### src/rtl/core/rotated_sorted_array_search_top_macros.svh
// Assertion macros shared by the rotated sorted array search RTL.
// Depends on nothing; included by the top level only.
`ifndef ROTATED_SORTED_ARRAY_SEARCH_TOP_MACROS_SVH
`define ROTATED_SORTED_ARRAY_SEARCH_TOP_MACROS_SVH

// Same-cycle implication, checked while reset is released.
`define RSAS_ASSERT_NOW(lbl, clk, rst_n, ante, cons, msg) \
    lbl: assert property (@(posedge clk) disable iff (!(rst_n)) (ante) |-> (cons)) \
        else $error(msg);

// Next-cycle implication, checked while reset is released.
`define RSAS_ASSERT_NEXT(lbl, clk, rst_n, ante, cons, msg) \
    lbl: assert property (@(posedge clk) disable iff (!(rst_n)) (ante) |=> (cons)) \
        else $error(msg);

`endif

### src/rtl/core/rsas_pkg.sv
// Package of the rotated sorted array search block: request and result types,
// function codes, sequencer states. Depends on nothing.
package rsas_pkg;

    localparam int IDX_W = 10;
    localparam int VAL_W = 32;
    // Search bounds carry a sign bit and one headroom bit: low reaches 1024,
    // high reaches -1.
    localparam int BND_W = IDX_W + 2;

    typedef enum logic {
        FUNC_LOAD   = 1'b0,
        FUNC_SEARCH = 1'b1
    } t_func;

    typedef struct packed {
        t_func                    func;
        logic [IDX_W-1:0]         load_index;
        logic signed [VAL_W-1:0]  load_value;
        logic signed [VAL_W-1:0]  key;
        logic [IDX_W-1:0]         range_low;
        logic [IDX_W-1:0]         range_high;
    } t_req;

    typedef struct packed {
        logic             found;
        logic [IDX_W-1:0] position;
    } t_rsp;

    // Decision of the compare unit for one halving step.
    typedef struct packed {
        logic match;    // midpoint element equals the key
        logic go_left;  // keep the lower half: high = mid - 1
    } t_step;

    typedef enum logic [3:0] {
        S_IDLE = 4'b0001,
        S_MID  = 4'b0010,
        S_LOW  = 4'b0100,
        S_DEC  = 4'b1000
    } t_state;

endpackage

### src/rtl/core/rsas_cmp.sv
// Shared compare unit: decides match and search direction for one step.
// Depends on rsas_pkg.
module rsas_cmp
    import rsas_pkg::*;
#(
    parameter int DATA_WIDTH = 32
) (
    input  logic signed [DATA_WIDTH-1:0] i_am,
    input  logic signed [DATA_WIDTH-1:0] i_al,
    input  logic signed [DATA_WIDTH-1:0] i_key,
    output t_step                        o_step
);

    always_comb begin
        o_step.match = (i_am == i_key);
        if (i_am >= i_al) begin
            // Left half is sorted: go left only if the key lies inside it.
            o_step.go_left = (i_key < i_am) && (i_key >= i_al);
        end else begin
            // Right half is sorted: go right only if the key lies inside it.
            o_step.go_left = !((i_key > i_am) && (i_key < i_al));
        end
    end

endmodule

### config.mk
export PLATFORM = sky130hd
export DESIGN_NAME = rsas_cmp
export DESIGN_NICKNAME = d
export VERILOG_FILES = /design/src/rtl/core/rotated_sorted_array_search_top_macros.svh /design/src/rtl/core/rsas_pkg.sv /design/src/rtl/core/rsas_cmp.sv
export SDC_FILE = /design/constraint.sdc
export NUM_CORES = 1
export LEC_CHECK = 0
export BUFFER_PORTS_ARGS = -buffer_cell sky130_fd_sc_hd__buf_2
export CAP_MARGIN = 20
export CORE_AREA = 5 5 78 80
export DETAILED_ROUTE_END_ITERATION = 12
export DIE_AREA = 0 0 83 85
export PLACE_DENSITY = 0.85
export SLEW_MARGIN = 20
export SYNTH_ARGS = -nofsm -noshare
export SYNTH_HDL_FRONTEND = slang
export SYNTH_SLANG_ARGS = --single-unit
### constraint.sdc
create_clock -name vclk -period 1.8
set_clock_uncertainty 0.15 [all_clocks]
set_input_delay 0.09 -clock vclk [all_inputs]
set_output_delay 0.09 -clock vclk [all_outputs]
set_load 0.03 [all_outputs]
==> flow_summary.json <==
{
  "slew-limit-headroom_pct": 75.6,
  "grt_use_total_pct": 21.3,
  "finalHoldViolCount": 0,
  "core_area_um2": 5340,
  "port_buffers": 98,
  "wl_per_cell_um": 15.5,
  "max_cap_violations": 0,
  "grt_pass1_wl_um": 13100,
  "fp-row-count": 27,
  "dp_hpwl_um": 6870,
  "drive_gt1_share_pct": 45.9,
  "synth_area_leaders": "ha_1 (50%), inv_1 (10%), a21oi_1 (7.4%), nand4_1 (4.2%), a21o_1 (3.2%)",
  "gp_congestion": 0.888,
  "viasPerCell": 5.50,
  "fin_hold_ws_ns": 0.766,
  "fmax_ghz": 0.449,
  "slew_viol_final": 0,
  "path_max_fanout": 2,
  "multi_input_area_um2": 2600,
  "yosysTopAreaCell": "ha_1",
  "seq_area_frac_synth_pct": 0,
  "antenna_left": 0,
  "end_kind": "output pin",
  "syn_inst": 316,
  "seqCellArea_um2": 0,
  "die_width_um": 83,
  "setup_slack_ns": -0.426,
  "grt_pass1_vias": 3222,
  "min_delay_worst_endpoint": "o_step[0]",
  "die_y_um": 85,
  "drtIter0Drc": 91,
  "worstPathRequired_ns": 1.56,
  "n_fill_cell": 413,
  "fin_nets": 652,
  "synth_area_um2": 2380,
  "vdd_drop_max_mv": 0.114,
  "drc": 0,
  "setup_viol": 1,
  "dp.cells": 526,
  "hold_class": "input pin to output pin",
  "fin_util_pct": 72.9,
  "leakage_nw": 2.06,
  "n_antenna_cell": 0,
  "num-clock-buffers": 0,
  "yosys_warnings": 0,
  "io-pin-count": 98,
  "status": "finished with violations",
  "synth_top_area_share_pct": 50.4,
  "period_needed_ns": 2.23,
  "flops_and_latches": 0,
  "start_util_pct": 44.6,
  "syn_nets": 508,
  "ys_types": 38,
  "dieArea_um2": 7060,
  "worstMarginPinSlew_ns": 0.357,
  "fin_setup_tns_ns": -0.426,
  "hold_start": "i_am[31]",
  "antenna_found_initial": 0,
  "syn_avg_cell_area_um2": 7.54,
  "start_kind": "input pin",
  "drtPass1Iterations": 4,
  "syn_to_final_growth_pct": 63.4,
  "worstPathArrival_ns": 1.99,
  "grt_overflow": 0,
  "period_share_pct": 124,
  "hold_depth": 7,
  "violations": "negative setup slack",
  "grt_max_degree": 6,
  "rsz0062_at_grt": "yes",
  "drt-total-wl_um": 8220,
  "layout.cells.non_filler": 530,
  "power_w": 0.000928,
  "power_density_nw_per_um2": 238,
  "critical_path_class": "input pin to output pin",
  "vias": 2914
}
-- critical path: stages --
cell and delay [ns]:
buf_2 0.11, inv_1 0.04, ha_1 0.30, a21o_1 0.19
a21o_1 0.17, a221o_1 0.38, o31ai_4 0.25, a41oi_2 0.15
o22ai_2 0.14, buf_6 0.16
-- worst max path at each step --
stage | from | endpoint | slack (ns) | depth (start not counted)
6_report | i_am[13] | o_step[0] | -0.43 | 10
5_1_grt | i_al[19] | o_step[0] | -0.50 | 13
4_1_cts | i_al[6] | o_step[0] | -0.39 | 11
3_5_place_dp | i_al[19] | o_step[0] | -0.52 | 12
3_3_place_gp | i_am[13] | o_step[0] | -0.44 | 10
2_1_floorplan | i_al[5] | o_step[0] | -0.16 | 9
-- cells by family after synthesis --
logic type / count (synthesis) / synth area share (%)
buffers and inverters: 66 / 10.4
and+or+nand+nor: 72 / 16.7
muxes: 1 / 0.473
AOI/OAI and AO/OA: 81 / 22.0
adders and majority gates: 96 / 50.4
-- per-layer routing --
| metal | global-route usage, % | vias up | share of wire, % |
|---|---|---|---|
| met4 | 3.42 | 0 | 2.0 |
| met5 | 0 | - | 0 |
| met1 | 21.3 | 1351 | 38 |
| met3 | 2.52 | 18 | 4.0 |
| met2 | 46.3 | 87 | 56 |
| li1 | - | 1458 | - |
-- power by group --
group / total, W / internal [W] / leakage, nW / switching, W
combinational: 0.000928 / 0.000479 / 2.06 / 0.000448
clock: 0 / 0 / 0 / 0
sequential: 0 / 0 / 0 / 0
total: 0.000928 / 0.000479 / 2.06 / 0.000448
-- layout by cell type, fill, tap and decap left out, types with 2 or more instances in the layout --
master and instances:
nor3_1 4, buf_6 21, buf_2 82, a21o_1 10, inv_4 5, o21ai_0 5
nor3_2 4, o31ai_2 2, a21oi_1 34, buf_4 38, a41oi_2 3, nand3_1 8
and4_1 7, a221o_1 2, nor2b_1 2, ha_1 70, nor2_1 7, nand4_1 16
o21ai_1 4, nand2_1 16, ha_4 26, o211ai_1 4, inv_2 13, inv_1 48
-- final cells by class --
| class | count | share of cell area, % |
|---|---|---|
| multi-input combinational | 250 | 66.7 |
| timing repair buffer | 142 | 24.3 |
| inverter | 66 | 6.68 |
| tap | 72 | 2.31 |
-- cells in the mapped netlist (2+ instances only) --
master / count
a41oi_1: 3
nor3_1: 9
o21ai_1: 4
o211ai_1: 4
o21ai_0: 6
a21o_1: 10
a211oi_1: 2
inv_1: 66
a221o_1: 2
o31ai_1: 3
nand4_1: 16
and4_1: 7
ha_1: 96
a21oi_1: 35
nor2_1: 7
nand3_1: 8
nand2_1: 16
nor2b_1: 2
-- repair_timing --
item	CTS	global route
hold buffers	0	0
buffers inserted	2	2
resized for setup	35	45
pin swaps	17	17
setup endpoints to repair	2	2
gates cloned	0	0
-- metrics by stage --
step	setup WS (ns)	instance area [um^2]
2_1_floorplan	-0.157	2540
3_3_place_gp	-0.443	3420
3_5_place_dp	-0.522	3420
4_1_cts	-0.391	3640
5_1_grt	-0.499	3890
6_report	-0.426	3890
Power figures use the tool's default switching activity.
